## config.mk

```make
export PLATFORM = sky130hd
export DESIGN_NAME = fpt_mac
export DESIGN_NICKNAME = d
export VERILOG_FILES = /design/src/rtl/fpt_pkg.sv /design/src/rtl/fpt_mac.sv
export SDC_FILE = /design/constraint.sdc
export NUM_CORES = 1
export LEC_CHECK = 0
export ABC_AREA = 1
export BUFFER_PORTS_ARGS = -buffer_cell sky130_fd_sc_hd__buf_2
export CAP_MARGIN = 20
export CORE_MARGIN = 1
export CORE_UTILIZATION = 62
export DETAILED_ROUTE_END_ITERATION = 16
export PLACE_DENSITY = 0.79
export REMOVE_ABC_BUFFERS = 1
export SYNTH_ARGS = -nofsm -noshare
export SYNTH_HDL_FRONTEND = slang
export SYNTH_SLANG_ARGS = --single-unit
```

## constraint.sdc

```tcl
create_clock -name aclk -period 6.55 [get_ports aclk]
set_input_delay 0.655 -clock aclk [delete_from_list [all_inputs] [get_ports aclk]]
set_output_delay 0.655 -clock aclk [all_outputs]
set_load 0.005 [all_outputs]
```

## src/rtl/fpt_pkg.sv

```systemverilog
// Shared types and constants for the programmable-tap FIR filter.
// No dependencies; imported by every module of the block.
`default_nettype none

package fpt_pkg;

    // Filter length and data widths
    localparam int TAPS       = 128;
    localparam int SAMPLE_W   = 16;
    localparam int WEIGHT_W   = 16;
    localparam int INDEX_W    = 7;
    localparam int PROD_W     = SAMPLE_W + WEIGHT_W;
    localparam int RESULT_W   = 39;
    localparam int CNT_W      = (TAPS > 1) ? $clog2(TAPS) : 1;

    localparam logic [CNT_W-1:0] CNT_LAST = CNT_W'(TAPS - 1);

    // Reset weight, about 0.01 in Q1.15
    localparam logic signed [WEIGHT_W-1:0] WEIGHT_RESET = 16'sd328;

    // Item kinds
    localparam logic KIND_SAMPLE = 1'b0;
    localparam logic KIND_WEIGHT = 1'b1;

    typedef enum logic [1:0] {
        ST_IDLE,
        ST_RUN,
        ST_DRAIN,
        ST_DONE
    } fpt_state_t;

    // Control broadcast to every tap cell
    typedef struct packed {
        logic shift;   // push a new sample in at the head
        logic rotate;  // circulate samples and weights one place toward the head
    } cell_ctrl_t;

    // Control of the multiply-accumulate unit
    typedef struct packed {
        logic clear;   // start a new sum
        logic enable;  // multiply the pair at the head this cycle
    } mac_ctrl_t;

endpackage

`default_nettype wire

```

## src/rtl/fpt_mac.sv

```systemverilog
// Multiply-accumulate unit at the head of the tap ring.
// Depends on fpt_pkg for widths and the MAC control struct.
`default_nettype none

module fpt_mac
    import fpt_pkg::*;
(
    input  wire logic                       aclk,
    input  wire logic                       aresetn,
    input  wire mac_ctrl_t                  ctrl,
    input  wire logic signed [SAMPLE_W-1:0] sample,
    input  wire logic signed [WEIGHT_W-1:0] weight,
    output logic signed [RESULT_W-1:0]      acc
);

    logic signed [PROD_W-1:0]   prod_reg;
    logic                       prod_valid_reg;
    logic signed [RESULT_W-1:0] acc_reg;

    // Register the product, then add it in the next cycle
    always_ff @(posedge aclk) begin
        if (!aresetn) begin
            prod_valid_reg <= 1'b0;
        end else begin
            prod_valid_reg <= ctrl.enable;
        end
    end

    always_ff @(posedge aclk) begin
        prod_reg <= sample * weight;
        if (ctrl.clear) begin
            acc_reg <= '0;
        end else if (prod_valid_reg) begin
            acc_reg <= acc_reg + {{(RESULT_W-PROD_W){prod_reg[PROD_W-1]}}, prod_reg};
        end
    end

    assign acc = acc_reg;

endmodule

`default_nettype wire

```

==> qor.csv <==
stage,metric,value,unit
timing,worstMarginPinSlew,0.731,ns
critical_path,worstSetupPathType,in -> reg,
timing,setup_ws,0.635,ns
critical_path,r2r-start,acc[0]$_SDFFE_PP0P_,
cts,clockBufferDepth,2,
critical_path,reg2reg_to,acc[22]$_SDFFE_PP0P_,
drt,drc,0,
logic_synthesis,netlist_area,0.0153,mm²
cts,post_cts_buffers,0,
cts,numCtsBuffers,9,
floorplan,fp.dieH,159,µm
grt,grt_overflow_total,0,
grt,busiest_layer,met2,
drt,first_iter_violations,925,
cts,path_clk_slew,0.06,ns
cts,htree_levels,3,
timing,hold_violations,0,
grt,grt_max_degree,66,
logic_synthesis,yosysWarnings,0,
logic_synthesis,yosys_most_used_dff,dfxtp_1,
timing,setup_violations,0,
logic_synthesis,synth_seq_area_share,0.0944,
timing,fin_crit,5.91,ns
logic_synthesis,synth_edf_count,0,
placed_design,pre_cts_slack,0.332,ns
logic_synthesis,yosysMostFrequentCell,inv_1,
critical_path,crit_path_start,weight[1],
critical_path,worstSetupStartpointType,input pin,
drt,wire_per_inst,15.8,µm
timing,max_freq,169,MHz
logic_synthesis,synth_top_area_cell,fa_1,
layout,largest_reg_flops,39,
worst_hold_path,hold_start,ctrl[0],
timing,rsz0062_at_grt,no,
floorplan,dieWidth,159,µm
cts,postCtsResizedCells,0,
drt,postRouteAntennaNets,0,
timing,finalSetupTns,0,ns
critical_path,crit_fanout,16,
worst_hold_path,min_to,prod_valid_reg$_SDFF_PN0_,
floorplan,rows,57,
layout,fin_nets,2563,
logic_synthesis,yosysUniqueCellTypes,40,
placed_design,place_hpwl,33500,µm
placed_design,gp_congestion,0.989,
timing,drv_slew,0,
layout,syn_to_final_growth,5.26,%
layout,drive_gt1_frac,0.0600,
grt,antenna_found_initial,0,
timing,skew,0.0140,ns
drt,firstDrtPassIters,5,
cts,cts_tree,yes,
placed_design,numPortBuffers,74,
layout,final_core_util,0.663,
cts,cts_sinks,72,
floorplan,ioPinCount,75,
critical_path,reg2regPathDepth,11,
status,status,"finished, final reports clean",
grt,grt_pass1_vias,13300,
timing,max_slew_margin,0.513,
placed_design,placed_cell_area,0.0158,mm²
grt,use_met2,0.582,
worst_hold_path,holdCritPathClass,in -> reg,
logic_synthesis,synth_area_per_cell,7.19,µm²
critical_path,end_kind,flop,
floorplan,core_area,0.0242,mm²
cts,cts-root-buf,clkbuf_16,
critical_path,required,6.82,ns
logic_synthesis,async_reset_ff_frac,0,
critical_path,crit_arrival,6.19,ns
layout,antennaDiodeCount,0,
floorplan,start_util,0.630,
drt,vias_per_cell,5.20,
grt,grtUsageMet1,0.407,
flow_run,maxCapViolCount,0,
worst_hold_path,min_path_cells,3,
floorplan,design.die.area,0.0253,mm²
drt,wl,39100,µm
timing,finalCritPeriodShare,0.903,
logic_synthesis,ys_ff_latch,72,
logic_synthesis,synth_top_area_share,0.345,
grt,use_met3,0.0333,
grt,grt_use_total,0.324,
cts,clk_latency,0.35,ns
critical_path,r2r_setup_slack,3.97,ns
logic_synthesis,synth_common_cells,"inv_1 (567), nand2_1 (520), fa_1 (263)",
layout,fin_area,0.0161,mm²
drt,vias,12900,
logic_synthesis,ys_top_cells_by_area,"fa_1 (34%), inv_1 (14%), nand2_1 (13%), ha_1 (9.8%), dfxtp_1 (9.4%)",
logic_synthesis,synth_cells,2126,
grt,grt_pass1_wl,65200,µm
cts,hold_buffers,0,
-- worst max-delay path: stages --
cell      delay (ns)
buf_2           0.31
nand2_1         0.15
inv_1           0.13
fa_1            0.56
fa_1            0.84
inv_1           0.17
fa_1            0.43
inv_1           0.10
fa_1            0.42
fa_1            0.54
inv_1           0.05
fa_1            0.47
inv_1           0.04
ha_1            0.36
nand2_1         0.11
nor2_1          0.29
nand4_1         0.22
o211ai_1        0.18
xor2_1          0.17
-- metrics by stage --
stage          instances  hold WS, ns
6_report            2473        0.506
5_1_grt             2473        0.512
4_1_cts             2473        0.503
3_5_place_dp        2457        0.496
3_3_place_gp        2457        0.480
2_1_floorplan       2055        0.480
-- cell usage in the layout (no fill, tap or decap), types with 20 or more instances in the layout --
cell	Yosys	routed
o21ai_0	44	44
xnor2_1	20	20
fa_1	263	263
dfxtp_1	72	71
a21oi_1	74	74
ha_1	120	120
nor2_1	186	186
buf_2	2	74
inv_1	567	567
xor2_1	32	32
nand4_1	22	22
nand3_1	47	47
nand2_1	520	520
-- final cells by class --
cell class,count,area [µm²]
clock inverter,6,36.3
sequential,72,1440
timing repair buffer,78,400
inverter,567,2130
tap,324,405
clock buffer,10,229
multi-input combinational,1416,11400
fill,2210,8170
-- routing by layer --
metal	up-vias	routed length [µm]
met3	82	2140
met2	436	19400
met4	0	1390
li1	6219	-
met1	6117	16200
met5	-	0
-- worst max path at each step --
stage | end | slack (ns) | depth (start not counted)
finish | prod_reg[28]$_DFF_P_ | 0.64 | 19
global route | prod_reg[30]$_DFF_P_ | 0.37 | 21
CTS | prod_reg[28]$_DFF_P_ | 0.68 | 19
detailed placement | prod_reg[28]$_DFF_P_ | 0.33 | 17
global placement | prod_reg[28]$_DFF_P_ | 0.42 | 17
floorplan | prod_reg[31]$_DFF_P_ | 1.11 | 17
-- cell families after synthesis --
kind of cell	after synthesis	share of synthesized area
AOI/OAI and AO/OA	167	0.0614
xor gates and xnor gates	52	0.0298
DFF	72	0.0944
buffers and inverters	638	0.157
adders and majority gates	383	0.443
and+or+nand+nor	814	0.215
Power is not shown: default switching activity piles up to over one toggle a cycle in this logic, so the estimate is an artifact.
