File: config.mk
export PLATFORM = sky130hd
export DESIGN_NAME = fpt_tap_cell
export DESIGN_NICKNAME = d
export VERILOG_FILES = /design/src/rtl/fpt_pkg.sv /design/src/rtl/fpt_tap_cell.sv
export SDC_FILE = /design/constraint.sdc
export NUM_CORES = 1
export LEC_CHECK = 0
export ABC_AREA = 1
export BUFFER_PORTS_ARGS = -buffer_cell sky130_fd_sc_hd__buf_2
export CORE_ASPECT_RATIO = 1.75
export CORE_MARGIN = 5
export CORE_UTILIZATION = 34
export CTS_CLUSTER_DIAMETER = 50
export DETAILED_ROUTE_END_ITERATION = 8
export PLACE_DENSITY = 0.74
export SETUP_SLACK_MARGIN = 0.02
export SLEW_MARGIN = 10
export SYNTH_ARGS = -nofsm -noshare
export SYNTH_HDL_FRONTEND = slang
export SYNTH_SLANG_ARGS = --single-unit
File: constraint.sdc
create_clock -name aclk -period 1 [get_ports aclk]
set_clock_uncertainty 0.2 [all_clocks]
set_input_delay 0.15 -clock aclk [delete_from_list [all_inputs] [get_ports aclk]]
set_output_delay 0.15 -clock aclk [all_outputs]
set_load 0.05 [all_outputs]
File: src/rtl/fpt_pkg.sv
// Shared types and constants for the programmable-tap FIR filter.
// No dependencies; imported by every module of the block.
`default_nettype none

package fpt_pkg;

    // Filter length and data widths
    localparam int TAPS       = 128;
    localparam int SAMPLE_W   = 16;
    localparam int WEIGHT_W   = 16;
    localparam int INDEX_W    = 7;
    localparam int PROD_W     = SAMPLE_W + WEIGHT_W;
    localparam int RESULT_W   = 39;
    localparam int CNT_W      = (TAPS > 1) ? $clog2(TAPS) : 1;

    localparam logic [CNT_W-1:0] CNT_LAST = CNT_W'(TAPS - 1);

    // Reset weight, about 0.01 in Q1.15
    localparam logic signed [WEIGHT_W-1:0] WEIGHT_RESET = 16'sd328;

    // Item kinds
    localparam logic KIND_SAMPLE = 1'b0;
    localparam logic KIND_WEIGHT = 1'b1;

    typedef enum logic [1:0] {
        ST_IDLE,
        ST_RUN,
        ST_DRAIN,
        ST_DONE
    } fpt_state_t;

    // Control broadcast to every tap cell
    typedef struct packed {
        logic shift;   // push a new sample in at the head
        logic rotate;  // circulate samples and weights one place toward the head
    } cell_ctrl_t;

    // Control of the multiply-accumulate unit
    typedef struct packed {
        logic clear;   // start a new sum
        logic enable;  // multiply the pair at the head this cycle
    } mac_ctrl_t;

endpackage

`default_nettype wire

File: src/rtl/fpt_tap_cell.sv
// One tap cell: holds one delay-line sample and one tap weight.
// Depends on fpt_pkg for widths, reset weight and the cell control struct.
`default_nettype none

module fpt_tap_cell
    import fpt_pkg::*;
(
    input  wire logic                       aclk,
    input  wire logic                       aresetn,
    input  wire cell_ctrl_t                 ctrl,
    input  wire logic                       load_en,
    input  wire logic signed [WEIGHT_W-1:0] weight_in,
    input  wire logic signed [SAMPLE_W-1:0] prev_sample,
    input  wire logic signed [SAMPLE_W-1:0] next_sample,
    input  wire logic signed [WEIGHT_W-1:0] next_weight,
    output logic signed [SAMPLE_W-1:0]      sample_out,
    output logic signed [WEIGHT_W-1:0]      weight_out
);

    logic signed [SAMPLE_W-1:0] sample_reg;
    logic signed [WEIGHT_W-1:0] weight_reg;

    // Shift on a new sample, circulate during the sum, load on a weight write
    always_ff @(posedge aclk) begin
        if (!aresetn) begin
            sample_reg <= '0;
            weight_reg <= WEIGHT_RESET;
        end else begin
            if (ctrl.shift) begin
                sample_reg <= prev_sample;
            end else if (ctrl.rotate) begin
                sample_reg <= next_sample;
                weight_reg <= next_weight;
            end
            if (load_en) begin
                weight_reg <= weight_in;
            end
        end
    end

    assign sample_out = sample_reg;
    assign weight_out = weight_reg;

endmodule

`default_nettype wire

==> results.tsv, run 1 <==
stage	metric	value	unit
power	pwr-share-clk	30.6	%
synthesis	synth_area	1740	um2
critical_path	r2r_cells	5	
routing	drt-initial-drc-count	42	
critical_path	end_kind	output port	
critical_path	r2r_start	weight_out[14]$_SDFFE_PN0P_	
final_layout	drive_gt1_share	52.6	%
critical_path	criticalPathCategory	register to output port	
clocking	cts.path.max_buffers	2	
routing	drt_first_pass_iters	4	
synthesis	yosysWarningCount	0	
critical_path	cp_top_family	flip-flops	
grt	grt_overflow	0	
status	violations	hold timing, setup timing	
placement	io_buffers	100	
floorplan	io_pins	101	
synthesis	syn_avg_cell_area	6.41	um2
critical_path	startpoint_type	register	
critical_path	critPathBufInv	1	
placement	place.gp.congestion	0.694	
clocking	htreeDepth	2	
final_layout	fin_area	3040	um2
worst_hold_path	hold_class	input pin to register	
worst_hold_path	hold_path_end	weight_out[15]$_SDFFE_PN0P_	
timing	hold_viol_final	22	
clocking	numCtsBuffers	5	
critical_path	slowest_delay	0.36	ns
power	switching_share	31.8	%
critical_path	critical_path_required	0.65	ns
clocking	cts_tree	yes	
clocking	clk_latency	0.28	ns
power	power_leakage	1.64	nW
placement	dp_hpwl	3.94	mm
timing	hold_ws	-0.0342	ns
grt	track_usage	15.2	%
synthesis	synth_seq_cells	32	
final_layout	utilization	61.0	%
worst_hold_path	holdPathStages	5	
critical_path	crit_path_max_fanout	2	
timing	min_period	1.13	ns
final_layout	multi_input_area	948	um2
synthesis	netlist_instances	272	
critical_path	worst_path_max_delay_cell	dfxtp_2	
critical_path	path_cells	buf_8	
critical_path	r2r-end	weight_out[14]$_SDFFE_PN0P_	
final_layout	fillers	469	
power	combPwrFrac	33.2	%
synthesis	synth_top_area_share	36.8	%
synthesis	synth_cell_types	17	
clocking	cts_root_buffer	clkbuf_8	
final_layout	antenna_cells	0	
final_layout	final_nets	458	
grt	grt_pass1_vias	1977	
power	p_seq_share	36.2	%
timing	setup_viol	32	
status	status	complete, but fails checks	
timing	slew_viol_final	0	
synthesis	synth_seq_area_share	36.8	%
final_layout	seq_area	688	um2
job	max_cap_violations	0	
clocking	clkSinkCount	32	
synthesis	synth_top_cell_by_area	dfxtp_1	
floorplan	core-area	4980	um2
routing	num_vias	2004	
grt	grt_max_degree	21	
floorplan	die_w	64.1	um
timing	fmax	882	MHz
synthesis	syn_nets	341	
routing	routed_via_density	4.51	
timing	tightest_slew	0.298	ns
floorplan	die_h	105	um
routing	wl_per_cell	11.4	um
floorplan	start_util	35.0	%
timing	fin_crit_sh	113	%
power	p_sw	1.30	mW
clocking	cts.reportedPaths.clkPinSlew	0.07	ns
power	power	4.07	mW
power	power_density	1340	nW/um2
grt	grt_pass1_wl	8.29	mm
placement	place_ws	-0.216	ns
timing	slew_headroom	80.1	%
critical_path	reg2reg_slack	0.03	ns
timing	worst_slack	-0.133	ns
routing	post-route-drc-count	0	
synthesis	yosys-top-cells-area	dfxtp_1 (37%), nand2_1 (24%), nand3_1 (15%)	
timing	tns	-3.76	ns
final_layout	syn2layout_area_growth	74.2	%
power	intPower	2.78	mW
routing	antenna_left	0	
power	ir_worst_vdd	895	uV
placement	place_area	2520	um2
routing	wl	5.06	mm
grt	antenna_found_initial	0	
final_layout	final_common_cell	nand2_1	
worst_hold_path	min-delay-start	next_weight[15]	
timing	rsz0062_at_grt	true	
floorplan	dieArea	6710	um2
critical_path	crit_arrival	0.78	ns
floorplan	rows	34	
final_layout	layout_common_cells	nand2_1 (109), buf_2 (68), nand3_1 (45)	
per-stage QoR:
step | instances | hold WS (ns)
2_1_floorplan | 272 | 0.0665
3_3_place_gp | 429 | 0.242
3_5_place_dp | 429 | 0.251
4_1_cts | 443 | -0.0409
5_1_grt | 444 | -0.0228
6_report | 444 | -0.0342
cell usage after synthesis:
| cell | n |
|---|---|
| buf_1 | 1 |
| buf_2 | 6 |
| buf_4 | 3 |
| buf_6 | 4 |
| clkbuf_1 | 2 |
| dfxtp_1 | 32 |
| inv_1 | 29 |
| inv_2 | 1 |
| inv_4 | 1 |
| inv_6 | 1 |
| nand2_1 | 112 |
| nand2_4 | 1 |
| nand2_8 | 1 |
| nand3_1 | 51 |
| nor2_1 | 6 |
| nor2_2 | 20 |
| nor2_4 | 1 |
worst max path at each step:
stage / start / endpoint / slack, ns / cells past startpoint
6_report: weight_out[11]$_SDFFE_PN0P_ / weight_out[11] / -0.13 / 1
5_1_grt: weight_out[5]$_SDFFE_PN0P_ / weight_out[5] / -0.16 / 1
4_1_cts: weight_out[11]$_SDFFE_PN0P_ / weight_out[11] / -0.15 / 1
3_5_place_dp: ctrl[1] / weight_out[1]$_SDFFE_PN0P_ / -0.22 / 7
3_3_place_gp: ctrl[1] / weight_out[0]$_SDFFE_PN0P_ / -0.18 / 7
2_1_floorplan: ctrl[1] / weight_out[10]$_SDFFE_PN0P_ / -0.11 / 8
kinds of logic (layout without fill, tap and decap cells):
kind of cell / after synthesis / count (layout) / synth area share [%]
simple gates: 192 / 192 / 49.7
flops: 32 / 32 / 36.8
buf+inv: 48 / 166 / 13.6
cell type report:
cell class,instances,share of cell area [%]
timing repair buffer,126,35.5
sequential,32,22.7
inverter,32,4.37
clock buffer,8,4.00
tap,54,2.22
multi-input combinational,192,31.2
routing by layer:
metal	GRT usage (%)	share of wire [%]	routed length [um]
met1	14.4	35	1790
met4	7.13	2.2	110
met5	0	0	0
met3	2.79	6.7	341
met2	29.6	56	2820
repair_timing:
item                                   4_1_cts  5_1_grt
setup buffers                                6        1
gates resized for setup                     91       15
setup endpoints to repair                   32       35
pin swaps                                    0        4
endpoints found under the hold margin       23        6
power by group through the flow:
stage / sequential, mW / combinational (mW) / clock [mW]
2_1_floorplan: 1.80 / 0.458 / 0
3_3_place_gp: 1.46 / 1.11 / 0
3_5_place_dp: 1.46 / 1.13 / 0
4_1_cts: 1.47 / 1.33 / 1.29
5_1_grt: 1.49 / 1.46 / 1.34
6_report: 1.47 / 1.35 / 1.25
state kept, by name, summed over array words and instances, names as in the netlist:
register	flops
sample_out	16
weight_out	16
Note: power is estimated with default switching activity, not from simulation.
==> run 2: changes to the inputs <==
--- a/config.mk
+++ b/config.mk
@@ -7,12 +7,14 @@
 export LEC_CHECK = 0
 export ABC_AREA = 1
 export BUFFER_PORTS_ARGS = -buffer_cell sky130_fd_sc_hd__buf_2
+export CAP_MARGIN = 15
 export CORE_ASPECT_RATIO = 1.75
 export CORE_MARGIN = 5
 export CORE_UTILIZATION = 34
 export CTS_CLUSTER_DIAMETER = 50
 export DETAILED_ROUTE_END_ITERATION = 8
 export PLACE_DENSITY = 0.74
+export REMOVE_ABC_BUFFERS = 1
 export SETUP_SLACK_MARGIN = 0.02
 export SLEW_MARGIN = 10
 export SYNTH_ARGS = -nofsm -noshare
==> run 2 against run 1 <==
  * The flow still finishes with violations (hold timing, setup timing)
  * Combinational power is 6% lower
  * Design area decreased by 5.7%
  * Setup slack better by 0.0044 ns
  * Critical endpoint is now sample_out[4]
==> results.tsv, run 2 (same netlist as run 1, synthesis figures left out) <==
stage	metric	value	unit
floorplan	rows	34	
power	ir_worst_vdd	1050	uV
timing	setup_viol	32	
final_layout	drive_gt1_share	50.0	%
floorplan	io_pins	101	
placement	place_inst	424	
critical_path	reg2reg_slack	0.04	ns
timing	slew_headroom	86.6	%
critical_path	crit_path_max_fanout	2	
routing	drt-initial-drc-count	60	
timing	fin_crit_sh	113	%
timing	worst_slack	-0.129	ns
floorplan	die_w	64.1	um
critical_path	r2r-end	sample_out[12]$_SDFFE_PN0P_	
clocking	numCtsBuffers	5	
critical_path	startpoint_type	register	
clocking	cts_root_buffer	clkbuf_8	
grt	antenna_found_initial	0	
routing	wl_per_cell	11.3	um
timing	slew_viol_final	0	
critical_path	cp_top_family	flip-flops	
grt	grt_max_degree	33	
final_layout	syn2layout_area_growth	64.3	%
floorplan	start_util	35.0	%
critical_path	end_kind	output port	
routing	drt_first_pass_iters	4	
worst_hold_path	hold_path_end	weight_out[8]$_SDFFE_PN1P_	
timing	tightest_slew	0.201	ns
clocking	cts_tree	yes	
critical_path	r2r_cells	5	
placement	dp_hpwl	3.67	mm
critical_path	cp-startpoint	sample_out[4]$_SDFFE_PN0P_	
timing	fmax	886	MHz
grt	grt_pass1_vias	1902	
floorplan	core-area	4980	um2
power	pwr-share-clk	27.7	%
power	intPower	2.57	mW
critical_path	critPathBufInv	1	
routing	num_vias	1991	
clocking	clkSinkCount	32	
grt	track_usage	14.3	%
worst_hold_path	min-delay-start	next_weight[8]	
clocking	htreeDepth	2	
worst_hold_path	hold_class	input pin to register	
routing	routed_via_density	4.57	
job	max_cap_violations	0	
timing	hold_viol_final	29	
timing	hold_ws	-0.0397	ns
placement	place_area	2340	um2
critical_path	critical_path_required	0.65	ns
routing	post-route-drc-count	0	
worst_hold_path	holdPathStages	5	
power	p_sw	1.23	mW
status	status	complete, but fails checks	
final_layout	layout_common_cells	nand2_1 (110), buf_2 (68), nand3_1 (49)	
final_layout	utilization	57.5	%
clocking	cts.path.max_buffers	2	
final_layout	fin_area	2860	um2
critical_path	path_cells	buf_8	
floorplan	die_h	105	um
floorplan	dieArea	6710	um2
final_layout	final_nets	451	
critical_path	crit_arrival	0.78	ns
grt	grt_overflow	0	
timing	min_period	1.13	ns
final_layout	layout.cells.non_filler	436	
timing	rsz0062_at_grt	true	
final_layout	antenna_cells	0	
routing	antenna_left	0	
routing	wl	4.94	mm
critical_path	criticalPathCategory	register to output port	
clocking	clk_latency	0.27	ns
critical_path	r2r_start	sample_out[12]$_SDFFE_PN0P_	
power	p_seq_share	38.9	%
placement	place_ws	-0.168	ns
clocking	cts.reportedPaths.clkPinSlew	0.06	ns
power	switching_share	32.4	%
status	violations	hold timing, setup timing	
critical_path	worst_path_max_delay_cell	dfxtp_2	
placement	io_buffers	100	
power	combPwrFrac	33.4	%
critical_path	slowest_delay	0.36	ns
power	power_density	1330	nW/um2
final_layout	final_common_cell	nand2_1	
placement	place.gp.congestion	0.750	
final_layout	fillers	479	
grt	grt_pass1_wl	7.97	mm
power	power_leakage	1.57	nW
-- run 2: cell count changes in the layout (fill, tap and decap cells not counted), moves of 3 or more --
cell,previous run,this run
nand3_1,45,49
nand3_2,6,2
dfxtp_2,29,32
buf_4,20,15
nor2_2,11,20
nor2_4,10,1
dfxtp_4,3,0
-- run 2: worst max-delay path by stage --
stage / endpoint / cells past startpoint
6_report: sample_out[4] / 1
5_1_grt: weight_out[2] / 1
2_1_floorplan: weight_out[10]$_SDFFE_PN0P_ / 4
4_1_cts: weight_out[14] / 1
3_5_place_dp: sample_out[5]$_SDFFE_PN0P_ / 6
3_3_place_gp: sample_out[0]$_SDFFE_PN0P_ / 6
-- run 2: power by group through the flow --
stage               Combinational (mW)  Clock [mW]  Sequential [mW]
finish                            1.27        1.05             1.48
detailed placement                1.05           0             1.45
global placement                  1.04           0             1.44
CTS                               1.22        1.10             1.47
floorplan                        0.321           0             1.78
global route                      1.37        1.14             1.49
-- run 2: final cells by class --
type / count / area, um2 / share of cell area (%)
multi-input combinational: 192 / 881 / 30.8
clock buffer: 7 / 96.3 / 3.37
inverter: 32 / 128 / 4.46
sequential: 32 / 681 / 23.8
tap: 54 / 67.6 / 2.36
timing repair buffer: 119 / 1010 / 35.3
-- run 2: per-layer routing --
metal | vias up | track usage, % | share of wire [%]
li1 | 1044 | - | -
met1 | 869 | 13.3 | 33
met2 | 72 | 27.6 | 56
met3 | 6 | 4.83 | 8.9
met4 | 0 | 4.80 | 1.3
met5 | - | 0 | 0
-- run 2: repair_timing --
item | CTS | global route
endpoints found under the hold margin | 32 | 6
pin swaps | 0 | 4
setup buffers | 0 | 5
endpoints found under the setup margin | 32 | 36
resized for setup | 120 | 14
-- run 2: stage by stage --
step	power [mW]	TNS [ns]
3_5_place_dp	2.50	-4.15
2_1_floorplan	2.10	-4.15
6_report	3.80	-3.63
4_1_cts	3.79	-4.12
3_3_place_gp	2.48	-3.60
5_1_grt	3.99	-4.59
